<file path="src/rtl/assert_macros.svh">
// assertion macros used by the datapath
`ifndef ASSERT_MACROS_SVH
`define ASSERT_MACROS_SVH
`ifndef ASSERT_OFF
`define ASSERT_ALWAYS(label, cond, msg) \
    label: assert property (@(posedge aclk) disable iff (!aresetn) (cond)) else $error(msg);
`define ASSERT_IMPLY(label, pre, post, msg) \
    label: assert property (@(posedge aclk) disable iff (!aresetn) (pre) |-> (post)) \
        else $error(msg);
`else
`define ASSERT_ALWAYS(label, cond, msg)
`define ASSERT_IMPLY(label, pre, post, msg)
`endif
`endif

</file>
<file path="src/rtl/jtcf_pkg.sv">
// shared constants, types and helpers of the trailing comma filter
package jtcf_pkg;

    localparam int WS_DEPTH_DEF = 32;

    localparam logic [7:0] CH_COMMA   = 8'h2C;
    localparam logic [7:0] CH_QUOTE   = 8'h22;
    localparam logic [7:0] CH_BSLASH  = 8'h5C;
    localparam logic [7:0] CH_RBRACK  = 8'h5D;
    localparam logic [7:0] CH_RBRACE  = 8'h7D;
    localparam logic [7:0] CH_SPACE   = 8'h20;
    localparam logic [7:0] CH_TAB     = 8'h09;
    localparam logic [7:0] CH_CR      = 8'h0D;

    // source of the next result byte
    typedef enum logic [1:0] {
        SEL_COMMA,
        SEL_SPACE,
        SEL_BYTE
    } emit_sel_t;

    // controller to datapath
    typedef struct packed {
        logic      load;
        logic      fetch;
        logic      emit;
        emit_sel_t sel;
    } ctrl_cmd_t;

    // datapath to controller
    typedef struct packed {
        logic plan_comma;
        logic plan_buf;
        logic plan_byte;
        logic buf_more;
        logic byte_pend;
        logic out_free;
    } ctrl_status_t;

    function automatic logic is_space(input logic [7:0] b);
        return ((b >= CH_TAB) && (b <= CH_CR)) || (b == CH_SPACE);
    endfunction

endpackage

</file>
<file path="src/rtl/json_trailing_comma_filter.sv">
// top level: drops a comma before ']' or '}' outside strings, one item at a time
// order per item: load in S_IDLE, then S_COMMA, S_FETCH and S_SPACE per held space, S_BYTE
// each result is registered by an emit, which waits while the output register is not free
// an item with no result leaves the controller in S_IDLE; each held space costs a memory read and a send
// reset: synchronous active low aresetn clears string, escape, comma and count state
// the whitespace memory needs no clearing pass; its entries are written before read
module json_trailing_comma_filter import jtcf_pkg::*; #(
    parameter int WS_DEPTH = WS_DEPTH_DEF
) (
    input  logic       aclk,
    input  logic       aresetn,
    input  logic       s_valid,
    output logic       s_ready,
    input  logic [7:0] s_in_byte,
    input  logic       s_final_byte,
    output logic       m_valid,
    input  logic       m_ready,
    output logic [7:0] m_out_byte,
    output logic       m_run_last,
    output logic       m_text_end
);

    ctrl_cmd_t    cmd;
    ctrl_status_t status;

    jtcf_ctrl u_ctrl (
        .aclk    (aclk),
        .aresetn (aresetn),
        .s_valid (s_valid),
        .s_ready (s_ready),
        .status  (status),
        .cmd     (cmd)
    );

    jtcf_datapath #(
        .WS_DEPTH (WS_DEPTH)
    ) u_datapath (
        .aclk         (aclk),
        .aresetn      (aresetn),
        .s_in_byte    (s_in_byte),
        .s_final_byte (s_final_byte),
        .m_ready      (m_ready),
        .m_valid      (m_valid),
        .m_out_byte   (m_out_byte),
        .m_run_last   (m_run_last),
        .m_text_end   (m_text_end),
        .cmd          (cmd),
        .status       (status)
    );

endmodule

</file>
<file path="src/rtl/jtcf_datapath.sv">
// datapath: string tracking, whitespace buffer memory and output register
`include "assert_macros.svh"
module jtcf_datapath import jtcf_pkg::*; #(
    parameter int WS_DEPTH = WS_DEPTH_DEF
) (
    input  logic         aclk,
    input  logic         aresetn,
    input  logic [7:0]   s_in_byte,
    input  logic         s_final_byte,
    input  logic         m_ready,
    output logic         m_valid,
    output logic [7:0]   m_out_byte,
    output logic         m_run_last,
    output logic         m_text_end,
    input  ctrl_cmd_t    cmd,
    output ctrl_status_t status
);

    localparam int CW = $clog2(WS_DEPTH + 1);
    localparam int AW = (WS_DEPTH > 1) ? $clog2(WS_DEPTH) : 1;

    logic          in_string_reg, in_string_next;
    logic          escape_reg, escape_next;
    logic          comma_held_reg, comma_held_next;
    logic [CW-1:0] count_reg, count_next;
    logic [7:0]    byte_reg;
    logic          fin_reg;
    logic          emit_byte_reg;
    logic [CW-1:0] flush_len_reg;
    logic [CW-1:0] rd_idx_reg;
    logic [7:0]    rd_data_reg;
    logic          m_valid_reg;
    logic [7:0]    m_out_byte_reg;
    logic          m_run_last_reg;
    logic          m_text_end_reg;
    logic [7:0]    mem [WS_DEPTH];

    logic          p_comma;
    logic          p_byte;
    logic [CW-1:0] p_len;
    logic          store;
    logic          plain;
    logic          sp;
    logic          full;
    logic          drop;
    logic          emit_last;

    // plan for the item at the input: what to emit and the next state
    always_comb begin
        sp              = is_space(s_in_byte);
        full            = (count_reg == CW'(WS_DEPTH));
        drop            = (s_in_byte == CH_RBRACK) || (s_in_byte == CH_RBRACE);
        p_comma         = 1'b0;
        p_byte          = 1'b0;
        p_len           = '0;
        store           = 1'b0;
        plain           = 1'b0;
        in_string_next  = in_string_reg;
        escape_next     = escape_reg;
        comma_held_next = comma_held_reg;
        count_next      = count_reg;
        if (comma_held_reg) begin
            if (sp && !full) begin
                store      = 1'b1;
                count_next = count_reg + 1'b1;
                if (s_final_byte) begin
                    p_comma = 1'b1;
                    p_len   = count_reg + 1'b1;
                end
            end else if (sp) begin
                // whitespace overflow: keep the comma, flush, pass the byte
                p_comma         = 1'b1;
                p_len           = count_reg;
                p_byte          = 1'b1;
                comma_held_next = 1'b0;
                count_next      = '0;
            end else begin
                p_comma         = !drop;
                p_len           = count_reg;
                comma_held_next = 1'b0;
                count_next      = '0;
                plain           = 1'b1;
            end
        end else begin
            plain = 1'b1;
        end
        if (plain) begin
            if (in_string_reg) begin
                p_byte = 1'b1;
                if (escape_reg) begin
                    escape_next = 1'b0;
                end else if (s_in_byte == CH_BSLASH) begin
                    escape_next = 1'b1;
                end else if (s_in_byte == CH_QUOTE) begin
                    in_string_next = 1'b0;
                end
            end else if (s_in_byte == CH_QUOTE) begin
                in_string_next = 1'b1;
                p_byte         = 1'b1;
            end else if (s_in_byte == CH_COMMA) begin
                if (s_final_byte) begin
                    p_byte = 1'b1;
                end else begin
                    comma_held_next = 1'b1;
                    count_next      = '0;
                end
            end else begin
                p_byte = 1'b1;
            end
        end
        // end of text clears all tracking
        if (s_final_byte) begin
            in_string_next  = 1'b0;
            escape_next     = 1'b0;
            comma_held_next = 1'b0;
            count_next      = '0;
        end
    end

    // status toward the controller
    always_comb begin
        status.plan_comma = p_comma;
        status.plan_buf   = (p_len != '0);
        status.plan_byte  = p_byte;
        status.buf_more   = (rd_idx_reg != flush_len_reg);
        status.byte_pend  = emit_byte_reg;
        status.out_free   = !m_valid_reg || m_ready;
    end

    // last result of the item for the selected source
    always_comb begin
        case (cmd.sel)
            SEL_COMMA: emit_last = (flush_len_reg == '0) && !emit_byte_reg;
            SEL_SPACE: emit_last = (rd_idx_reg == flush_len_reg) && !emit_byte_reg;
            SEL_BYTE:  emit_last = 1'b1;
            default:   emit_last = 1'b1;
        endcase
    end

    // whitespace buffer memory
    always_ff @(posedge aclk) begin
        if (cmd.load && store) begin
            mem[count_reg[AW-1:0]] <= s_in_byte;
        end
        if (cmd.fetch) begin
            rd_data_reg <= mem[rd_idx_reg[AW-1:0]];
        end
    end

    // tracking state, item latch and read index
    always_ff @(posedge aclk) begin
        if (!aresetn) begin
            in_string_reg  <= 1'b0;
            escape_reg     <= 1'b0;
            comma_held_reg <= 1'b0;
            count_reg      <= '0;
            emit_byte_reg  <= 1'b0;
            flush_len_reg  <= '0;
            rd_idx_reg     <= '0;
        end else if (cmd.load) begin
            in_string_reg  <= in_string_next;
            escape_reg     <= escape_next;
            comma_held_reg <= comma_held_next;
            count_reg      <= count_next;
            emit_byte_reg  <= p_byte;
            flush_len_reg  <= p_len;
            rd_idx_reg     <= '0;
        end else if (cmd.fetch) begin
            rd_idx_reg <= rd_idx_reg + 1'b1;
        end
    end

    always_ff @(posedge aclk) begin
        if (cmd.load) begin
            byte_reg <= s_in_byte;
            fin_reg  <= s_final_byte;
        end
    end

    // output register
    always_ff @(posedge aclk) begin
        if (!aresetn) begin
            m_valid_reg <= 1'b0;
        end else if (cmd.emit) begin
            m_valid_reg <= 1'b1;
        end else if (m_ready) begin
            m_valid_reg <= 1'b0;
        end
    end

    always_ff @(posedge aclk) begin
        if (cmd.emit) begin
            case (cmd.sel)
                SEL_COMMA: m_out_byte_reg <= CH_COMMA;
                SEL_SPACE: m_out_byte_reg <= rd_data_reg;
                default:   m_out_byte_reg <= byte_reg;
            endcase
            m_run_last_reg <= emit_last;
            m_text_end_reg <= emit_last && fin_reg;
        end
    end

    assign m_valid    = m_valid_reg;
    assign m_out_byte = m_out_byte_reg;
    assign m_run_last = m_run_last_reg;
    assign m_text_end = m_text_end_reg;

    `ASSERT_ALWAYS(a_count_bound, count_reg <= CW'(WS_DEPTH), "space count beyond depth")
    `ASSERT_IMPLY(a_held_outside, comma_held_reg, !in_string_reg, "comma held inside string")
    `ASSERT_IMPLY(a_count_held, count_reg != '0, comma_held_reg, "spaces held without comma")
    `ASSERT_IMPLY(a_fetch_range, cmd.fetch, rd_idx_reg != flush_len_reg, "fetch past flush")
    `ASSERT_IMPLY(a_emit_room, cmd.emit, !m_valid_reg || m_ready, "output overwritten")

endmodule

</file>
<file path="src/rtl/jtcf_ctrl.sv">
// controller: sequences comma, buffered whitespace and byte per item
module jtcf_ctrl import jtcf_pkg::*; (
    input  logic         aclk,
    input  logic         aresetn,
    input  logic         s_valid,
    output logic         s_ready,
    input  ctrl_status_t status,
    output ctrl_cmd_t    cmd
);

    typedef enum logic [2:0] {
        S_IDLE,
        S_COMMA,
        S_FETCH,
        S_SPACE,
        S_BYTE
    } state_t;

    state_t state_reg, state_next;

    // commands and next state
    always_comb begin
        state_next = state_reg;
        cmd.load   = 1'b0;
        cmd.fetch  = 1'b0;
        cmd.emit   = 1'b0;
        cmd.sel    = SEL_BYTE;
        unique case (state_reg)
            S_IDLE: begin
                if (s_valid) begin
                    cmd.load = 1'b1;
                    if (status.plan_comma) begin
                        state_next = S_COMMA;
                    end else if (status.plan_buf) begin
                        state_next = S_FETCH;
                    end else if (status.plan_byte) begin
                        state_next = S_BYTE;
                    end
                end
            end
            S_COMMA: begin
                cmd.sel = SEL_COMMA;
                if (status.out_free) begin
                    cmd.emit = 1'b1;
                    if (status.buf_more) begin
                        state_next = S_FETCH;
                    end else if (status.byte_pend) begin
                        state_next = S_BYTE;
                    end else begin
                        state_next = S_IDLE;
                    end
                end
            end
            S_FETCH: begin
                cmd.fetch  = 1'b1;
                state_next = S_SPACE;
            end
            S_SPACE: begin
                cmd.sel = SEL_SPACE;
                if (status.out_free) begin
                    cmd.emit = 1'b1;
                    if (status.buf_more) begin
                        state_next = S_FETCH;
                    end else if (status.byte_pend) begin
                        state_next = S_BYTE;
                    end else begin
                        state_next = S_IDLE;
                    end
                end
            end
            S_BYTE: begin
                cmd.sel = SEL_BYTE;
                if (status.out_free) begin
                    cmd.emit   = 1'b1;
                    state_next = S_IDLE;
                end
            end
            default: state_next = S_IDLE;
        endcase
    end

    // state register
    always_ff @(posedge aclk) begin
        if (!aresetn) begin
            state_reg <= S_IDLE;
        end else begin
            state_reg <= state_next;
        end
    end

    assign s_ready = (state_reg == S_IDLE);

endmodule
</file>
<file path="config.mk">
export PLATFORM = sky130hd
export DESIGN_NAME = json_trailing_comma_filter
export DESIGN_NICKNAME = d
export VERILOG_FILES = /design/src/rtl/jtcf_pkg.sv /design/src/rtl/json_trailing_comma_filter.sv /design/src/rtl/jtcf_datapath.sv /design/src/rtl/jtcf_ctrl.sv
export VERILOG_INCLUDE_DIRS = /design/src /design/src/rtl
export SDC_FILE = /design/constraint.sdc
export NUM_CORES = 1
export LEC_CHECK = 0
export BUFFER_PORTS_ARGS = -buffer_cell sky130_fd_sc_hd__buf_2
export CAP_MARGIN = 10
export CORE_UTILIZATION = 62
export CTS_CLUSTER_SIZE = 40
export DETAILED_ROUTE_END_ITERATION = 8
export MAX_ROUTING_LAYER = met4
export PLACE_DENSITY = 0.82
export SKIP_LAST_GASP = 1
export SLEW_MARGIN = 20
export SYNTH_ARGS = -nofsm -noshare
export SYNTH_HDL_FRONTEND = slang
export SYNTH_SLANG_ARGS = --single-unit
</file>
<file path="constraint.sdc">
create_clock -name aclk -period 3.8 [get_ports aclk]
set_input_delay 0.19 -clock aclk [delete_from_list [all_inputs] [get_ports aclk]]
set_output_delay 0.19 -clock aclk [all_outputs]
set_load 0.1 [all_outputs]
</file>
==> After elaboration in Yosys (flattened, before gate mapping) <==
Memories as Yosys holds them, arrays and structs flattened. A register that Yosys moved wholly into a read port is not among the register bits.
Cells that the tools add are included.
{ "totals": {"ff_bits": 45, "ram_bits": 256, "in_bits": 13, "out_inout_bits": 12, "wordCells": 127, "n_memories": 1} }
{ "op_classes": {"add_sub_neg": 2, "magnitude_cmp": 2, "n_eq_ne": 18, "muxes": 64, "bitwise_logic": 1, "reduce_logical": 25} }
{ "memory_table": {"columns": ["memory", "depth", "word_bits", "rd", "rd_clocked_by_memory_dff", "wr", "line_no", "text"], "rows": [
  ["u_datapath.mem", 32, 8, 1, 1, 1, "jtcf_datapath.sv:36", "logic [7:0] mem [WS_DEPTH];"]
]} }
{ "op_table": {"columns": ["operator", "count"], "rows": [
  ["$mux W6", 10],
  ["$mux W1", 42],
  ["$eq A8 B6 Y1 const B", 3],
  ["$eq A8 B7 Y1 const B", 3],
  ["$mux W3", 8],
  ["$pmux W8 S2", 1],
  ["$add A6 B1 Y6 const B", 2],
  ["$pmux W3 S4", 1],
  ["$pmux W3 S3", 1],
  ["$ge A8 B4 Y1 const B", 1],
  ["$le A8 B4 Y1 const B", 1],
  ["$eq A3 B2 Y1 const B", 2],
  ["$eq A6 B6 Y1", 1],
  ["$eq A6 B6 Y1 const B", 1],
  ["$logic_and A1 B1 Y1", 6],
  ["$logic_not A6 Y1", 1],
  ["$ne A6 B6 Y1", 1],
  ["$reduce_bool A2 Y1", 3],
  ["$reduce_bool A6 Y1", 1],
  ["$logic_not A1 Y1", 4],
  ["$ne A2 B2 Y1 const B", 2],
  ["$ne A4 B1 Y1 const B", 1],
  ["$reduce_and A4 Y1", 1],
  ["$reduce_or A2 Y1", 2],
  ["11 further kinds", 13]
]} }

==> Depth between registers and ports, before layout <==
{ "depth": {"depth_word": 16, "ltp_mapped": 10, "ltp_nobuf": 9} }

==> Modules after synthesis <==
From an unflattened synthesis, not the netlist that was laid out.
{ "hier_totals": {"hier_cells": 674, "hier_area_um2": 12554.5} }
{ "by_module_without_submodules": {"columns": ["module", "n_inst", "cells_per_inst", "area_each_um2", "seq_area_each_um2"], "rows": [
  ["jtcf_datapath", 1, 648, 12314.3, 8958.6],
  ["jtcf_ctrl", 1, 26, 240.2, 60.1]
]} }

==> Least setup slack after synthesis <==
No wires, ideal clock.
{ "synth_path": {"path_kind": "register -> register", "startpoint": "register u_ctrl.state_reg[0]", "endpoint": "memory u_datapath.mem[11][0] (enable)", "setup_time_ns": 0.370, "t_arrival_ns": 4.146, "required_ns": 3.430, "slack_ns": -0.716, "stages_incl_launch_ff": 7, "path_buffers": 1, "period_less_slack_ns": 4.516, "cell_sequence": "dfxtp_1 > clkbuf_1 > nor3_1 > nand2_1 > nor2_1 > nand2_1 > nor2_1"} }
{ "synth_between": {"elab_chain_cells": 5} }
{ "synth_lines": {"columns": ["item", "line_no", "text"], "rows": [
  ["start, declared", "jtcf_ctrl.sv:19", "state_t state_reg, state_next;"],
  ["start signal, assigned", "jtcf_ctrl.sv:87", "state_reg <= state_next;"],
  ["$logic_not A3 Y1", null, null],
  ["via s_ready", "json_trailing_comma_filter.sv:13", "output logic s_ready,"],
  ["$mux W1", "jtcf_ctrl.sv:28", "unique case (state_reg)"],
  ["$logic_and A1 B1 Y1", "jtcf_datapath.sv:142", "if (cmd.load && store) begin"],
  ["$mux W1", "jtcf_datapath.sv:142", null],
  ["$mux W1 (not written as such)", "jtcf_datapath.sv:143", "mem[count_reg[AW-1:0]] <= s_in_byte;"],
  ["end, declared", "jtcf_datapath.sv:36", null]
]} }
The timed path passes the listed nets, and every way through them passes these cells.

==> Worst setup path after layout <==
{ "layout_path": {"startpoint": "register u_datapath.count_reg[0]", "endpoint": "memory u_datapath.mem[14][2] (enable)"} }
{ "layout_between": {"elab_chain_cells": 8} }
{ "layout_lines": {"columns": ["item", "line_no", "text"], "rows": [
  ["start, declared", "jtcf_datapath.sv:25", "logic [CW-1:0] count_reg, count_next;"],
  ["start signal, assigned", "jtcf_datapath.sv:164", "count_reg <= count_next;"],
  ["$eq A6 B6 Y1", "jtcf_datapath.sv:51", "full = (count_reg == CW'(WS_DEPTH));"],
  ["$logic_not A1 Y1", "jtcf_datapath.sv:63", "if (sp && !full) begin"],
  ["$logic_and A1 B1 Y1", "jtcf_datapath.sv:63", null],
  ["$mux W1", "jtcf_datapath.sv:63", null],
  ["$mux W1", "jtcf_datapath.sv:62", "if (comma_held_reg) begin"],
  ["$logic_and A1 B1 Y1", "jtcf_datapath.sv:142", null],
  ["$mux W1", "jtcf_datapath.sv:142", null],
  ["$mux W1 (not written as such)", "jtcf_datapath.sv:143", null]
]} }
Several ways; a longest one is shown, not always the timed one.

==> run_results.csv <==
group,metric,value,unit
outcome,status,"complete, no violations",
global_route,grt_max_degree,44,
pwr,power.density,565,nW/um^2
cts,cts_tree,"done",
setup_path,crit_path_start_kind,"register",
sta,timing.fmax,316,MHz
cells_and_area,drive_above_1_share,0.272,
routing,wl,27900,um
cells_and_area,multi_input_area,3310,um^2
sta,rsz0062_at_grt,"false",
floorplanning,num_rows,51,
setup_path,critPathMostFrequentCell,"nand2_1",
logic_synthesis,yosys_warnings,0,
logic_synthesis,synth-edff-count,283,
cts,cts-root-buf,"clkbuf_16",
worst_hold_path,worstHoldStart,"s_in_byte[3]",
logic_synthesis,synth_cell_types,59,
cells_and_area,fin_util,0.722,
logic_synthesis,ys_seq_elements,309,
logic_synthesis,syn_area_per_cell,18.0,um^2
routing,drt_iter0_markers,705,
routing,first_pass_iters,5,
sta,tightestPinTransition,1040,ps
sta,finalSetupTns,0,ps
floorplanning,die_width,144,um
logic_synthesis,syn_inst,697,
setup_path,path_max_fanout,9,
routing,drc,0,
sta,final-hold-violation-count,0,
floorplanning,fp.coreArea,19700,um^2
pwr,irDropWorstVdd,0.433,mV
logic_synthesis,syn_area,12500,um^2
sta,drv_slew,0,
setup_path,worst-r2r-cell-count,9,
worst_hold_path,hold_depth,1,
cts,post_cts_buffers,0,
pwr,power_leakage,0.00446,uW
routing,ant_nets,0,
routing,vias,6896,
setup_path,worstReg2RegStart,"u_datapath.count_reg[0]$_SDFFE_PN0P_",
setup_path,cp_cell_sequence,"inv_1, ha_1, nand2_1, nor2_4, a21oi_1, nand2_1, nor2_1, nand2_1, nor2_1",
cts,clockBufferDepth,3,
logic_synthesis,async_reset_ff_frac,0,
cells_and_area,fill_cells,1179,
setup_path,cpPeakStageDelay,710,ps
floorplanning,initial_core_util,0.637,
cells_and_area,seq_area,9020,um^2
setup_path,cp.required,3980,ps
setup_path,setup.worst_path.class,"reg -> reg",
global_route,grt_pass1_vias,6805,
cts,cts_sinks,309,
sta,clock_skew,16.8,ps
worst_hold_path,min_path_type,"in -> reg",
cts,htree_num_levels,1,
floorplanning,io_pins,25,
routing,routedWlPerCell,26.7,um
logic_synthesis,synth_ff_type,"edfxtp_1",
sta,finalCritPeriodShare,0.832,
cts,hold_buffers,3,
setup_path,cp.arrival,3340,ps
routing,route.detailed.vias_per_inst,6.59,
cts,clkTransAtPathRegs,60,ps
cts,ctsResizeCount,0,
floorplanning,die-area,20800,um^2
cells_and_area,largest_reg_flops,256,
setup_path,crit_start,"u_datapath.count_reg[0]$_SDFFE_PN0P_",
cells_and_area,nNetsFinal,772,
sta,period_needed,3160,ps
logic_synthesis,seq_area_frac_synth,0.720,
setup_path,end_kind,"register",
cells_and_area,area_growth,13.4,%
sta,maxSlewHeadroom,0.304,
flow_run,cap_violations,0,
global_route,antenna_found_initial,3,
place,gp_congestion,0.892,
global_route,overflow,0,
global_route,track_usage,0.296,
cts,numCtsBuffers,30,
place,hpwlAfterDp,17300,um
cts,insertion_delay,550,ps
setup_path,cpMaxStageDelayCell,"nor2_1",
place,portBuffers,24,
sta,setup_viol,0,
floorplanning,fp.dieH,144,um
global_route,grt_pass1_wl,42200,um
logic_synthesis,syn_nets,715,
## cell usage in the layout, fill, tap and decap left out, drive strengths merged, types with 3 or more instances in the layout
cell         count
nand3b           3
mux4            80
bufinv           5
clkinv          13
nor2b            4
dfxtp           26
clkinvlp         5
xnor2            6
nand2           50
inv             10
and2             3
nor4             8
mux2             9
clkbuf          32
diode            3
buf             60
nor3            11
nand3           20
o22ai            3
a31oi            3
and3             3
a32o             3
a21oi           17
o21ai           18
xor2             5
nor2            55
edfxtp         283
ha               5
dlygate4sd3      3
## layer usage
| layer | vias up | GRT usage | routed length (um) |
|---|---|---|---|
| met5 | - | - | 0 |
| met4 | 0 | 0.0823 | 815 |
| met3 | 59 | 0.0579 | 2610 |
| met2 | 419 | 0.471 | 13800 |
| met1 | 3494 | 0.395 | 10700 |
| li1 | 2924 | - | - |
## where the power goes
part | switching [uW] | internal (uW) | leakage, uW
logic | 732 | 312 | 0.00120
registers | 51.7 | 3830 | 0.00276
clock network | 1260 | 1830 | 0.000499
total | 2040 | 5970 | 0.00446
## synth_stat cells (all sizes together), types with 2 or more instances
| cell type | count | share of area |
|---|---|---|
| nor2 | 55 | 0.017 |
| o21ai | 18 | 0.0072 |
| nor3 | 11 | 0.0048 |
| mux4 | 80 | 0.14 |
| nand3 | 20 | 0.0080 |
| nor4 | 8 | 0.0040 |
| or4 | 2 | 0.0015 |
| a31oi | 3 | 0.0015 |
| nand3b | 3 | 0.0018 |
| or3b | 2 | 0.0014 |
| xnor2 | 6 | 0.0042 |
| a22o | 2 | 0.0014 |
| dfxtp | 26 | 0.042 |
| and3 | 3 | 0.0015 |
| o22ai | 3 | 0.0015 |
| mux2i | 2 | 0.0016 |
| edfxtp | 283 | 0.68 |
| ha | 5 | 0.0050 |
| a21oi | 17 | 0.0068 |
| nand2 | 50 | 0.015 |
| inv | 8 | 0.0024 |
| buf | 15 | 0.0063 |
| a32o | 3 | 0.0024 |
| and2 | 3 | 0.0016 |
| nand2b | 2 | 0.0010 |
| a211oi | 2 | 0.0012 |
| nor2b | 4 | 0.0020 |
| mux2 | 9 | 0.0081 |
| or3 | 2 | 0.0010 |
| xor2 | 5 | 0.0035 |
| nor4b | 2 | 0.0019 |
| a22oi | 2 | 0.0012 |
| nand4 | 2 | 0.0010 |
| clkbuf | 23 | 0.0069 |
## cell families after synthesis
| logic type | share of synthesized area |
|---|---|
| DFF | 0.720 |
| muxes | 0.154 |
| and+or+nand+nor | 0.0674 |
| buffers and inverters | 0.0159 |
| xor gates and xnor gates | 0.00769 |
| adders and majority gates | 0.00500 |
| AOI/OAI and AO/OA | 0.0303 |
## path summary, 6_finish.rpt
path                                      endpoint  slack (ps)
max                u_datapath.mem[14][2]$_DFFE_PP_         640
min                u_datapath.mem[20][3]$_DFFE_PP_          20
max reg2reg        u_datapath.mem[14][2]$_DFFE_PP_         640
min reg2reg  u_datapath.emit_byte_reg$_SDFFE_PN0P_         480
## final cells by class
| cell class | count | area share |
|---|---|---|
| inverter | 9 | 0.00238 |
| timing repair buffer | 63 | 0.0314 |
| antenna | 3 | 0.000529 |
| sequential | 309 | 0.636 |
| clock inverter | 24 | 0.0188 |
| multi-input combinational | 341 | 0.233 |
| tap | 265 | 0.0234 |
| clock buffer | 32 | 0.0549 |
## critical path, delay by kind of cell, from the launching register on
kind	cells	cell delay, ps
AO/OA/AOI/OAI	1	170
AND/OR/NAND/NOR	6	1710
buffers and inverters	1	140
adder cells (fa/ha/maj)	1	260
flip-flops	1	510
## stage by stage
stage | setup slack [ps] | hold slack [ps] | power (uW) | std cells | area [um^2]
floorplan | 378 | 289 | 4740 | 697 | 12500
global route | 476 | 15.1 | 8240 | 1046 | 14200
detailed placement | 529 | 465 | 4990 | 984 | 13100
finish | 640 | 24.7 | 8020 | 1046 | 14200
global placement | 603 | 463 | 4970 | 984 | 13100
CTS | 707 | 12.3 | 8050 | 1043 | 14200
Power figures use the tool's default switching activity.
